$ cat config.mk
export PLATFORM = sky130hd
export DESIGN_NAME = qdra_sqrt
export DESIGN_NICKNAME = d
export VERILOG_FILES = /design/src/qdra_pkg.sv /design/src/qdra_sqrt.sv
export SDC_FILE = /design/constraint.sdc
export NUM_CORES = 1
export LEC_CHECK = 0
export ABC_AREA = 1
export BUFFER_PORTS_ARGS = -buffer_cell sky130_fd_sc_hd__buf_2
export CELL_PAD_IN_SITES_DETAIL_PLACEMENT = 2
export CELL_PAD_IN_SITES_GLOBAL_PLACEMENT = 2
export CORE_ASPECT_RATIO = 1.1
export CORE_UTILIZATION = 37
export DETAILED_ROUTE_END_ITERATION = 7
export PLACE_DENSITY_LB_ADDON = 0.15
export REMOVE_ABC_BUFFERS = 1
export SLEW_MARGIN = 10
export SYNTH_ARGS = -nofsm -noshare
export SYNTH_HDL_FRONTEND = slang
export SYNTH_SLANG_ARGS = --single-unit
$ cat constraint.sdc
create_clock -name clk -period 13.3 [get_ports clk]
set_clock_uncertainty 0.05 [all_clocks]
set_input_delay 1.995 -clock clk [delete_from_list [all_inputs] [get_ports clk]]
set_output_delay 1.995 -clock clk [all_outputs]
set_load 0.01 [all_outputs]
$ cat src/qdra_pkg.sv
`timescale 1ns / 1ps
// ----------------------------------------------------------------------------
// qdra_pkg: shared definitions for the quaternion delta rotation accumulator
// Fixed-point widths, scale constants, the CORDIC arctangent table and the
// status type of the iterative arithmetic units.
// ----------------------------------------------------------------------------
package qdra_pkg;

	// sample and total formats
	localparam int QUAT_W  = 16;
	localparam int ANGLE_W = 32;
	localparam int QFRAC   = QUAT_W - 2;
	localparam int DFRAC   = 28;

	// internal working widths
	localparam int DQ_W    = 32;
	localparam int WIDE_W  = 64;
	localparam int ROOT_W  = 32;
	localparam int QUOT_W  = 32;
	localparam int QBITS_W = 5;
	localparam int MUL_W   = 33;
	localparam int AQ_W    = 32;

	// CORDIC vectoring
	localparam int CORDIC_STEPS = 28;
	localparam int CK_W         = 5;
	localparam int XY_W         = 34;
	localparam int Z_W          = 33;
	localparam int ATAN_W       = 31;

	// near-zero thresholds
	localparam logic [ROOT_W-1:0] IN_EPS    = ROOT_W'((2 ** QFRAC) / 1000000);
	localparam logic [ROOT_W-1:0] DELTA_EPS = ROOT_W'(268);

	// quotient lengths of the three divide uses
	localparam logic [QBITS_W-1:0] IN_QBITS  = QBITS_W'(QFRAC + 2);
	localparam logic [QBITS_W-1:0] DL_QBITS  = QBITS_W'(DFRAC + 2);
	localparam logic [QBITS_W-1:0] INC_QBITS = QBITS_W'(18);

	// radians * 2^30 to full angle in 1/256 degree * 2^16
	localparam logic [MUL_W-1:0] DEG_SCALE = MUL_W'(64'd1922527338);
	localparam int DEG_SHIFT = 30;
	localparam int INC_SHIFT = 16;

	// subtracted terms of conj(last) * current, bit = row * 4 + term
	localparam logic [15:0] DELTA_NEG = 16'b1010_1100_0110_0000;

	typedef struct packed {
		logic busy;
		logic done;
	} unit_sts_t;

	// arctangent of 2^-k in radians * 2^30
	function automatic logic [ATAN_W-1:0] atan_step(input logic [CK_W-1:0] k);
		logic [ATAN_W-1:0] v;
		case (k)
			5'd0: v = 31'd843314857;
			5'd1: v = 31'd497837829;
			5'd2: v = 31'd263043837;
			5'd3: v = 31'd133525159;
			5'd4: v = 31'd67021687;
			5'd5: v = 31'd33543516;
			5'd6: v = 31'd16775851;
			5'd7: v = 31'd8388437;
			5'd8: v = 31'd4194283;
			5'd9: v = 31'd2097149;
			default: v = 31'd1 << (5'd30 - k);
		endcase
		return v;
	endfunction

endpackage

$ cat src/qdra_sqrt.sv
`timescale 1ns / 1ps
// ----------------------------------------------------------------------------
// qdra_sqrt: iterative integer square root
// Floor square root of a 64-bit radicand, two radicand bits per cycle.
// ----------------------------------------------------------------------------
module qdra_sqrt (
	input  logic                         clk,
	input  logic                         arst_n,
	input  logic                         start,
	input  logic [qdra_pkg::WIDE_W-1:0]  rad,
	output logic [qdra_pkg::ROOT_W-1:0]  root,
	output qdra_pkg::unit_sts_t          sts
);

	logic [qdra_pkg::WIDE_W-1:0] v_q;
	logic [qdra_pkg::WIDE_W-1:0] r_q;
	logic [qdra_pkg::WIDE_W-1:0] bit_q;
	logic                        busy_q;
	logic                        done_q;
	logic [qdra_pkg::WIDE_W-1:0] rbit;
	logic                        ge;

	assign rbit = r_q + bit_q;
	assign ge   = v_q >= rbit;

	// settle one root bit per cycle, top bit first
	always_ff @(posedge clk or negedge arst_n) begin
		if (!arst_n) begin
			busy_q <= 1'b0;
			done_q <= 1'b0;
		end else begin
			done_q <= 1'b0;
			if (start && !busy_q) begin
				v_q    <= rad;
				r_q    <= '0;
				bit_q  <= qdra_pkg::WIDE_W'(1) << (qdra_pkg::WIDE_W - 2);
				busy_q <= 1'b1;
			end else if (busy_q) begin
				if (ge) begin
					v_q <= v_q - rbit;
					r_q <= (r_q >> 1) + bit_q;
				end else begin
					r_q <= r_q >> 1;
				end
				bit_q <= bit_q >> 2;
				if (bit_q[0]) begin
					busy_q <= 1'b0;
					done_q <= 1'b1;
				end
			end
		end
	end

	assign root     = r_q[qdra_pkg::ROOT_W-1:0];
	assign sts.busy = busy_q;
	assign sts.done = done_q;

endmodule

==> flow_metrics.py <==
metrics = {
    "route": {
        "drtIter0Drc": 1544,
        "wl_per_cell_um": 23.49,
        "antenna_left": 0,
        "vias": 27970,
        "drt-pass1-iter-count": 5,
        "drt_wl_total_mm": 118.1,
        "via_per_inst": 5.560,
        "drc": 0,
    },
    "sta": {
        "fin_crit_sh_pct": 52.28,
        "tightestPinTransition_ps": 1075,
        "setup_viol_count_final": 0,
        "rsz0062_at_grt": "false",
        "holdWs_ps": 603.0,
        "finalHoldViolCount": 0,
        "fmax_mhz": 143.8,
        "slew_viol_final": 0,
        "slew_headroom_pct": 28.34,
        "tns_ps": 0,
        "period_needed_ps": 6954,
    },
    "placed_design": {
        "place_area_sq_um": 25950,
        "place_inst": 4999,
        "gp_congestion": 0.9755,
        "port_buffers": 100,
        "dp_hpwl_mm": 98.97,
    },
    "layout": {
        "nets": 4420,
        "most-common-layout-cells": "nand2_1 (1,366), inv_1 (763), nor2_1 (422), a21oi_1 (280), nand3_1 (217)",
        "layout_commonest_cell": "nand2_1",
        "seq_area_sq_um": 5817,
        "fin_area_sq_um": 26510,
        "drive_above_1_share_pct": 4.075,
        "multiInputGateArea_sq_um": 15530,
        "stdcell_count": 5030,
        "diodes": 0,
        "areaGrowthSynthToFinish_pct": 7.092,
        "fill_cells": 8658,
    },
    "clocking": {
        "cts_made_buffers": 17,
        "path_clk_slew_ps": 80,
        "clock-sinks": 194,
        "cts_tree": "done",
        "post_cts_resized": 0,
        "root_buffer": "clkbuf_16",
        "postCtsSetupRepairBufs": 0,
        "cts.hold.buffers_added": 0,
        "clockBufferDepth": 2,
        "htreeDepth": 4,
        "clk_latency_ps": 490,
    },
    "setup_path": {
        "cp_data_arrival_time_ps": 7010,
        "cp.required_ps": 13360,
        "cp_max_fo": 64,
        "startpoint_type": "flop",
        "worstSetupEndpointType": "flop",
        "critPathKind": "flop to flop",
    },
    "grt": {
        "grt_pass1_wl_mm": 177.4,
        "grt_pass1_vias": 30210,
        "grt_max_degree": 151,
        "antenna_found_initial": 0,
        "grt_use_total_pct": 34.45,
        "grt_overflow": 0,
    },
    "synth": {
        "synth_edf_count": 192,
        "syn_area_sq_um": 24750,
        "ys_ff_latch": 194,
        "synth-seq-area-share_pct": 23.49,
        "synthCells": 4129,
        "yosys.area.top_type": "edfxtp_1",
        "yosys_warnings": 0,
        "synth.area.top_cells": "edfxtp_1 (23%), nand2_1 (21%), inv_1 (12%), ha_1 (9.6%), nor2_1 (6.4%)",
        "synthArstFlopShare_pct": 1.031,
        "synth.avg_cell_area_sq_um": 5.995,
        "synth_top_cell_area_share_pct": 23.29,
        "yosysUniqueCellTypes": 44,
        "ys.flop_type": "edfxtp_1",
    },
    "run_status": {
        "status": "complete, no violations",
    },
    "job": {
        "cap_viol_max_count": 0,
    },
    "floorplanning": {
        "die_width_um": 248.6,
        "core-area_sq_um": 66270,
        "dieArea_sq_um": 67940,
        "start_util_pct": 37.35,
        "io_pins": 101,
        "rows": 99,
        "die_h_um": 273.3,
    },
    "worst_hold_path": {
        "hold_path_class": "flop to flop",
    },
}
[state kept, by name (all words and copies together) (netlist names)]
name and cells:
bit_q 64, r_q 64, v_q 64, busy_q 1, done_q 1
[synth_stat cells (all sizes together) (2+ instances only)]
master	instances
nand2	1369
o21ai	134
and3	4
nand3	219
nor3	40
a21o	18
fa	3
clkbuf	49
o22ai	61
a31oi	18
xor2	32
o2111ai	4
edfxtp	192
and2	2
or2	4
a21oi	281
dfrtp	2
nor4	12
ha	190
a21boi	8
nor2	429
xnor2	77
o21bai	30
o21a	12
buf	55
o211ai	6
inv	768
nand3b	28
nand4	79
[metrics by stage]
stage	utilization, %	setup WS [ps]
detailed placement	39.16	6471
finish	40.00	6346
global placement	39.16	6769
CTS	40.00	6431
global route	40.00	6063
floorplan	-	-25.99
[worst max-delay path, cell delays in order, from the launching register on]
cell and delay [ps]:
edfxtp_1 480, ha_1 400, a21oi_1 190, nand2_1 140, a21oi_1 540, o21ai_0 290
a21oi_1 460, o21bai_1 270, nand2_1 200, nand2_1 80, nand2_1 60, nand2_1 70
ha_1 390, inv_2 90, nor3_1 340, nand2_1 230, nor3_2 290, nand3_2 120
nand3_2 250, buf_4 320, nand2_4 200, a21boi_4 170, buf_4 780
[kinds of logic (layout without fill, tap and decap cells)]
logic type / count (synthesis) / in the layout / synth area share [%]
simple gates: 2186 / 2186 / 36.09
buf+inv: 873 / 916 / 13.87
compound gates: 574 / 574 / 12.85
fa+ha+maj: 193 / 193 / 9.847
flops: 194 / 194 / 23.49
xor+xnor: 109 / 109 / 3.857
[final timing paths]
path                       startpoint     end  slack, ps  depth (start not counted)
hold reg to reg              bit_q[0]  done_q        600                          2
min in group asynchronous      arst_n  done_q       2380                          2
setup reg to reg               r_q[3]  v_q[1]       6350                         22
setup / recovery               r_q[3]  v_q[1]       6350                         22
hold / removal               bit_q[0]  done_q        600                          2
max in group asynchronous      arst_n  busy_q      10150                          2
[layout make-up]
| class | instances | area share (%) |
|---|---|---|
| flip-flops and latches | 194 | 21.94 |
| clock inverters | 14 | 0.4909 |
| repair buffers | 116 | 2.412 |
| multi-input cells | 3062 | 58.60 |
| well taps | 858 | 4.050 |
| inverters | 769 | 10.90 |
| clock buffers | 17 | 1.605 |
[metal layers]
metal,up-vias,track usage [%],routed length [um],share of wire (%)
met5,-,0,0,0
met4,0,19.55,7040,6.0
met3,241,3.091,3865,3.3
met2,635,61.14,57530,49
met1,13890,40.90,49700,42
li1,13200,-,-,-
Power is not shown: default switching activity piles up to over one toggle a cycle in this logic, so the estimate is an artifact.
