--- config.mk ---
export PLATFORM = sky130hd
export DESIGN_NAME = qdra_div
export DESIGN_NICKNAME = d
export VERILOG_FILES = /design/src/qdra_pkg.sv /design/src/qdra_div.sv
export SDC_FILE = /design/constraint.sdc
export NUM_CORES = 1
export LEC_CHECK = 0
export CAP_MARGIN = 10
export CORE_MARGIN = 5
export CORE_UTILIZATION = 31
export DETAILED_ROUTE_END_ITERATION = 10
export DONT_BUFFER_PORTS = 1
export PLACE_DENSITY = 0.57
export SYNTH_ARGS = -nofsm -noshare
export SYNTH_HDL_FRONTEND = slang
export SYNTH_SLANG_ARGS = --single-unit
--- constraint.sdc ---
create_clock -name clk -period 20.6 [get_ports clk]
set_input_delay 1.03 -clock clk [delete_from_list [all_inputs] [get_ports clk]]
set_output_delay 1.03 -clock clk [all_outputs]
set_load 0.02 [all_outputs]
--- src/qdra_pkg.sv ---
`timescale 1ns / 1ps
// ----------------------------------------------------------------------------
// qdra_pkg: shared definitions for the quaternion delta rotation accumulator
// Fixed-point widths, scale constants, the CORDIC arctangent table and the
// status type of the iterative arithmetic units.
// ----------------------------------------------------------------------------
package qdra_pkg;

	// sample and total formats
	localparam int QUAT_W  = 16;
	localparam int ANGLE_W = 32;
	localparam int QFRAC   = QUAT_W - 2;
	localparam int DFRAC   = 28;

	// internal working widths
	localparam int DQ_W    = 32;
	localparam int WIDE_W  = 64;
	localparam int ROOT_W  = 32;
	localparam int QUOT_W  = 32;
	localparam int QBITS_W = 5;
	localparam int MUL_W   = 33;
	localparam int AQ_W    = 32;

	// CORDIC vectoring
	localparam int CORDIC_STEPS = 28;
	localparam int CK_W         = 5;
	localparam int XY_W         = 34;
	localparam int Z_W          = 33;
	localparam int ATAN_W       = 31;

	// near-zero thresholds
	localparam logic [ROOT_W-1:0] IN_EPS    = ROOT_W'((2 ** QFRAC) / 1000000);
	localparam logic [ROOT_W-1:0] DELTA_EPS = ROOT_W'(268);

	// quotient lengths of the three divide uses
	localparam logic [QBITS_W-1:0] IN_QBITS  = QBITS_W'(QFRAC + 2);
	localparam logic [QBITS_W-1:0] DL_QBITS  = QBITS_W'(DFRAC + 2);
	localparam logic [QBITS_W-1:0] INC_QBITS = QBITS_W'(18);

	// radians * 2^30 to full angle in 1/256 degree * 2^16
	localparam logic [MUL_W-1:0] DEG_SCALE = MUL_W'(64'd1922527338);
	localparam int DEG_SHIFT = 30;
	localparam int INC_SHIFT = 16;

	// subtracted terms of conj(last) * current, bit = row * 4 + term
	localparam logic [15:0] DELTA_NEG = 16'b1010_1100_0110_0000;

	typedef struct packed {
		logic busy;
		logic done;
	} unit_sts_t;

	// arctangent of 2^-k in radians * 2^30
	function automatic logic [ATAN_W-1:0] atan_step(input logic [CK_W-1:0] k);
		logic [ATAN_W-1:0] v;
		case (k)
			5'd0: v = 31'd843314857;
			5'd1: v = 31'd497837829;
			5'd2: v = 31'd263043837;
			5'd3: v = 31'd133525159;
			5'd4: v = 31'd67021687;
			5'd5: v = 31'd33543516;
			5'd6: v = 31'd16775851;
			5'd7: v = 31'd8388437;
			5'd8: v = 31'd4194283;
			5'd9: v = 31'd2097149;
			default: v = 31'd1 << (5'd30 - k);
		endcase
		return v;
	endfunction

endpackage

--- src/qdra_div.sv ---
`timescale 1ns / 1ps
// ----------------------------------------------------------------------------
// qdra_div: iterative restoring divider
// Unsigned long division, one quotient bit per cycle, for a quotient length
// given at start. The dividend must stay below den * 2^qbits.
// ----------------------------------------------------------------------------
module qdra_div (
	input  logic                                clk,
	input  logic                                arst_n,
	input  logic                                start,
	input  logic [qdra_pkg::WIDE_W-1:0]         num,
	input  logic [qdra_pkg::WIDE_W-1:0]         den,
	input  logic [qdra_pkg::QBITS_W-1:0]        qbits,
	output logic [qdra_pkg::QUOT_W-1:0]         quot,
	output qdra_pkg::unit_sts_t                 sts
);

	logic [qdra_pkg::WIDE_W-1:0]  rem_q;
	logic [qdra_pkg::WIDE_W-1:0]  den_sh_q;
	logic [qdra_pkg::QUOT_W-1:0]  quot_q;
	logic [qdra_pkg::QBITS_W-1:0] cnt_q;
	logic                         busy_q;
	logic                         done_q;
	logic                         ge;

	assign ge = rem_q >= den_sh_q;

	// load on start, then take one quotient bit per cycle
	always_ff @(posedge clk or negedge arst_n) begin
		if (!arst_n) begin
			busy_q <= 1'b0;
			done_q <= 1'b0;
			cnt_q  <= '0;
		end else begin
			done_q <= 1'b0;
			if (start && !busy_q) begin
				rem_q    <= num;
				den_sh_q <= den << (qbits - qdra_pkg::QBITS_W'(1));
				quot_q   <= '0;
				cnt_q    <= qbits;
				busy_q   <= 1'b1;
			end else if (busy_q) begin
				if (ge) begin
					rem_q <= rem_q - den_sh_q;
				end
				quot_q   <= {quot_q[qdra_pkg::QUOT_W-2:0], ge};
				den_sh_q <= den_sh_q >> 1;
				cnt_q    <= cnt_q - qdra_pkg::QBITS_W'(1);
				if (cnt_q == qdra_pkg::QBITS_W'(1)) begin
					busy_q <= 1'b0;
					done_q <= 1'b1;
				end
			end
		end
	end

	assign quot     = quot_q;
	assign sts.busy = busy_q;
	assign sts.done = done_q;

endmodule

==> results.tsv <==
stage	metric	value	unit
outcome	outcome	completed	
clocking	hold_buffers	0	
sta	fmax	0.235	GHz
final_layout	area.growth.synth_to_final	7.67	%
setup_path	critPathCaptureType	flip-flop	
setup_path	cp_max_fo	64	
synthesis	synth_edf_count	160	
clocking	cts-root-buf	clkbuf_16	
synthesis	syn_area	0.0142	mm²
synthesis	async_flop_share	4.19	%
placed_design	post_dp_cell_area	0.0147	mm²
sta	min_period_over_period	20.7	%
global_route	grt_max_degree	75	
die	initial_utilization	31.3	%
synthesis	synth_seq_area_share	35.1	%
clocking	cts_buffers	17	
sta	clock_skew	15.4	ps
die	die_area	0.0502	mm²
final_layout	design_area	0.0153	mm²
final_layout	antenna_cells	0	
clocking	htree_levels	4	
power	peakVddDrop	0.0617	mV
sta	rsz0062_at_grt	false	
global_route	grt_pass1_wl	65000	µm
global_route	grt.total_usage	16.2	%
die	die-height	224	µm
placed_design	place_inst	2140	
clocking	postCtsResizedCells	0	
detailed_routing	wl_per_cell	19.5	µm
sta	finalHoldViolations	0	
clocking	cts.path.max_buffers	2	
sta	slew_viol_final	0	
die	coreArea	0.0454	mm²
final_layout	final_cells	2172	
synthesis	yosys_warnings	0	
clocking	cts.sinks	167	
power	powerDensity	148	mW/mm²
detailed_routing	antenna_left	0	
final_layout	final_core_util	33.7	%
detailed_routing	drt_iter0_drc	1148	
clocking	cts_setup_buffers	0	
placed_design	dp_hpwl	32200	µm
job	max_cap_viol_count	0	
clocking	clkLatencyLatePin	450	ps
synthesis	ys_seq_elements	167	
placed_design	routabilityCongestion	0.924	
global_route	antenna_found_initial	0	
setup_path	cp-start-kind	flip-flop	
detailed_routing	drcViolationCount	0	
final_layout	nFillCells	4730	
clocking	clk_transition_reported_paths	80	ps
detailed_routing	viasPerCell	5.61	
die	core.rowCount	78	
setup_path	cp.required	20670	ps
placed_design	port_buffers	0	
global_route	grt_pass1_vias	11400	
global_route	grt_remaining_overflow	0	
synthesis	syn_inst	1647	
detailed_routing	vias	12200	
power	power.leakage	0.00582	µW
final_layout	final_nets	1763	
sta	setup_violations	0	
detailed_routing	drtPass1Iterations	5	
worst_hold_path	min_path_type	primary input to asynchronous set/reset pin	
setup_path	cpMaxStageDelayCell	buf_4	
final_layout	drive_gt1_share	7.76	%
setup_path	crit_arrival	4340	ps
setup_path	critPathMaxStageDelay	680	ps
synthesis	syn-num-nets	1851	
synthesis	synth.avg_cell_area	8.63	µm²
sta	min_period	4260	ps
synthesis	synth_ff_type	edfxtp_1	
sta	fin_setup_tns	0	ps
synthesis	synth_cell_types	64	
setup_path	crit_type	flip-flop to flip-flop	
clocking	cts_tree	done	
die	fp.dieW	224	µm
die	io-pin-count	170	
setup_path	path_cells	ha_1, fa_1, nor2b_1, o21ai_1, a31oi_1, nor2_1, o21bai_1, o2111ai_1, nor4b_1, o21ai_0, a311oi_1, nor2b_4, buf_4	
sta	maxSlewHeadroom	36.6	%
detailed_routing	wl	42400	µm
sta	worst_pin_slew	951	ps
cell usage in the layout (no fill, tap or decap), types with 8 or more instances in the layout:
cell type	Yosys	routed
a211oi_1	72	72
a21o_1	31	31
a21oi_1	199	199
a31oi_1	13	13
and2_1	11	11
and3_1	11	11
buf_4	2	13
clkbuf_16	0	17
edfxtp_1	160	160
ha_1	67	66
inv_1	89	89
mux2i_1	42	42
mux4_2	45	45
nand2_1	239	238
nand2b_1	8	8
nand3_1	18	18
nand4_1	21	21
nor2_1	143	143
nor2b_1	13	10
nor3_1	17	17
nor4_1	8	8
o211ai_1	9	9
o21ai_0	123	123
o21bai_1	16	16
o31ai_1	9	9
xnor2_1	34	31
xor2_1	28	25
state kept, by name, indices dropped and copies added (netlist names):
signal,cells
den_sh_q,64
rem_q,64
quot,32
cnt_q,5
busy_q,1
done_q,1
path summary, 6_finish.rpt:
check	from	to	slack, ps	cells past startpoint
min in group clk	cnt_q[4]$_DFFE_PN0N_	cnt_q[4]$_DFFE_PN0N_	540	2
min	arst_n	done_q$_DFF_PN0_	290	0
max	den_sh_q[0]$_DFFE_PP_	rem_q[6]$_DFFE_PP_	16340	13
max reg2reg	den_sh_q[0]$_DFFE_PP_	rem_q[6]$_DFFE_PP_	16340	13
min reg2reg	cnt_q[4]$_DFFE_PN0N_	cnt_q[4]$_DFFE_PN0N_	540	2
max in group asynchronous	arst_n	busy_q$_DFF_PN0_	20230	0
cell usage after synthesis (5+ instances only):
| cell | number | share of area (%) |
|---|---|---|
| nand2_1 | 239 | 6.3 |
| a21oi_1 | 199 | 7.0 |
| edfxtp_1 | 160 | 34 |
| nor2_1 | 143 | 3.8 |
| o21ai_0 | 123 | 4.3 |
| clkbuf_1 | 108 | 2.9 |
| inv_1 | 89 | 2.4 |
| a211oi_1 | 72 | 3.8 |
| ha_1 | 67 | 5.9 |
| mux4_2 | 45 | 7.1 |
| mux2i_1 | 42 | 3.0 |
| xnor2_1 | 34 | 2.1 |
| a21o_1 | 31 | 1.6 |
| xor2_1 | 28 | 1.7 |
| nand4_1 | 21 | 0.92 |
| nand3_1 | 18 | 0.63 |
| nor3_1 | 17 | 0.60 |
| o21bai_1 | 16 | 0.85 |
| a31oi_1 | 13 | 0.57 |
| nor2b_1 | 13 | 0.57 |
| and2_1 | 11 | 0.48 |
| and3_1 | 11 | 0.48 |
| o211ai_1 | 9 | 0.48 |
| o31ai_1 | 9 | 0.48 |
| nand2b_1 | 8 | 0.35 |
| nor4_1 | 8 | 0.35 |
| a311oi_1 | 7 | 0.43 |
| buf_1 | 7 | 0.18 |
| dfrtp_1 | 7 | 1.2 |
| mux2_2 | 7 | 0.55 |
| a221oi_1 | 6 | 0.37 |
| o22ai_1 | 6 | 0.26 |
| a21boi_0 | 5 | 0.26 |
| o21a_1 | 5 | 0.26 |
through the flow:
stage          hold slack [ps]  setup slack [ps]  total power, µW
2_1_floorplan              502             12840             1630
3_3_place_gp               520             16400             1910
3_5_place_dp               530             16350             1920
4_1_cts                    252             16310             2260
5_1_grt                    250             15960             2440
6_report                   285             16340             2270
layer usage:
metal	track usage [%]	vias to the layer above	share of wire (%)
met2	23.9	414	43
li1	-	5892	-
met4	3.26	0	1.1
met1	24.8	5852	49
met5	0	-	0
met3	2.79	36	6.3
cell families (layout without fill, tap and decap cells):
logic type,after synthesis,in the layout,synth area share (%)
adder cells (fa/ha/maj),68,68,6.04
flip-flops,167,167,35.1
XOR/XNOR,62,62,3.82
buffers and inverters,211,136,5.65
multiplexers,94,94,10.6
AND/OR/NAND/NOR,508,508,15.5
AO/OA/AOI/OAI,537,537,23.3
critical path, delay by kind of cell (launching register included):
family	cells	cell delay, ps
AOI/OAI and AO/OA	6	1480
adders and majority gates	2	630
buffers and inverters	1	680
DFF	1	380
and+or+nand+nor	4	620
where the power goes:
part | switching [µW] | internal (µW) | total (µW) | leakage [µW]
clock | 152 | 182 | 334 | 0.000282
combinational | 782 | 498 | 1280 | 0.00392
sequential | 75.1 | 581 | 656 | 0.00162
total | 1010 | 1260 | 2270 | 0.00582
area by class of cell:
class                           count  area [µm²]  share of cell area [%]
Clock buffer                       18         429                    2.81
Clock inverter                     14         163                    1.06
Inverter                           91         342                    2.23
Multi-Input combinational cell   1269        8540                    55.8
Sequential cell                   167        4980                    32.6
Tap cell                          600         751                    4.91
Timing Repair Buffer               13        97.6                   0.638
Note: power is estimated with default switching activity, not from simulation.
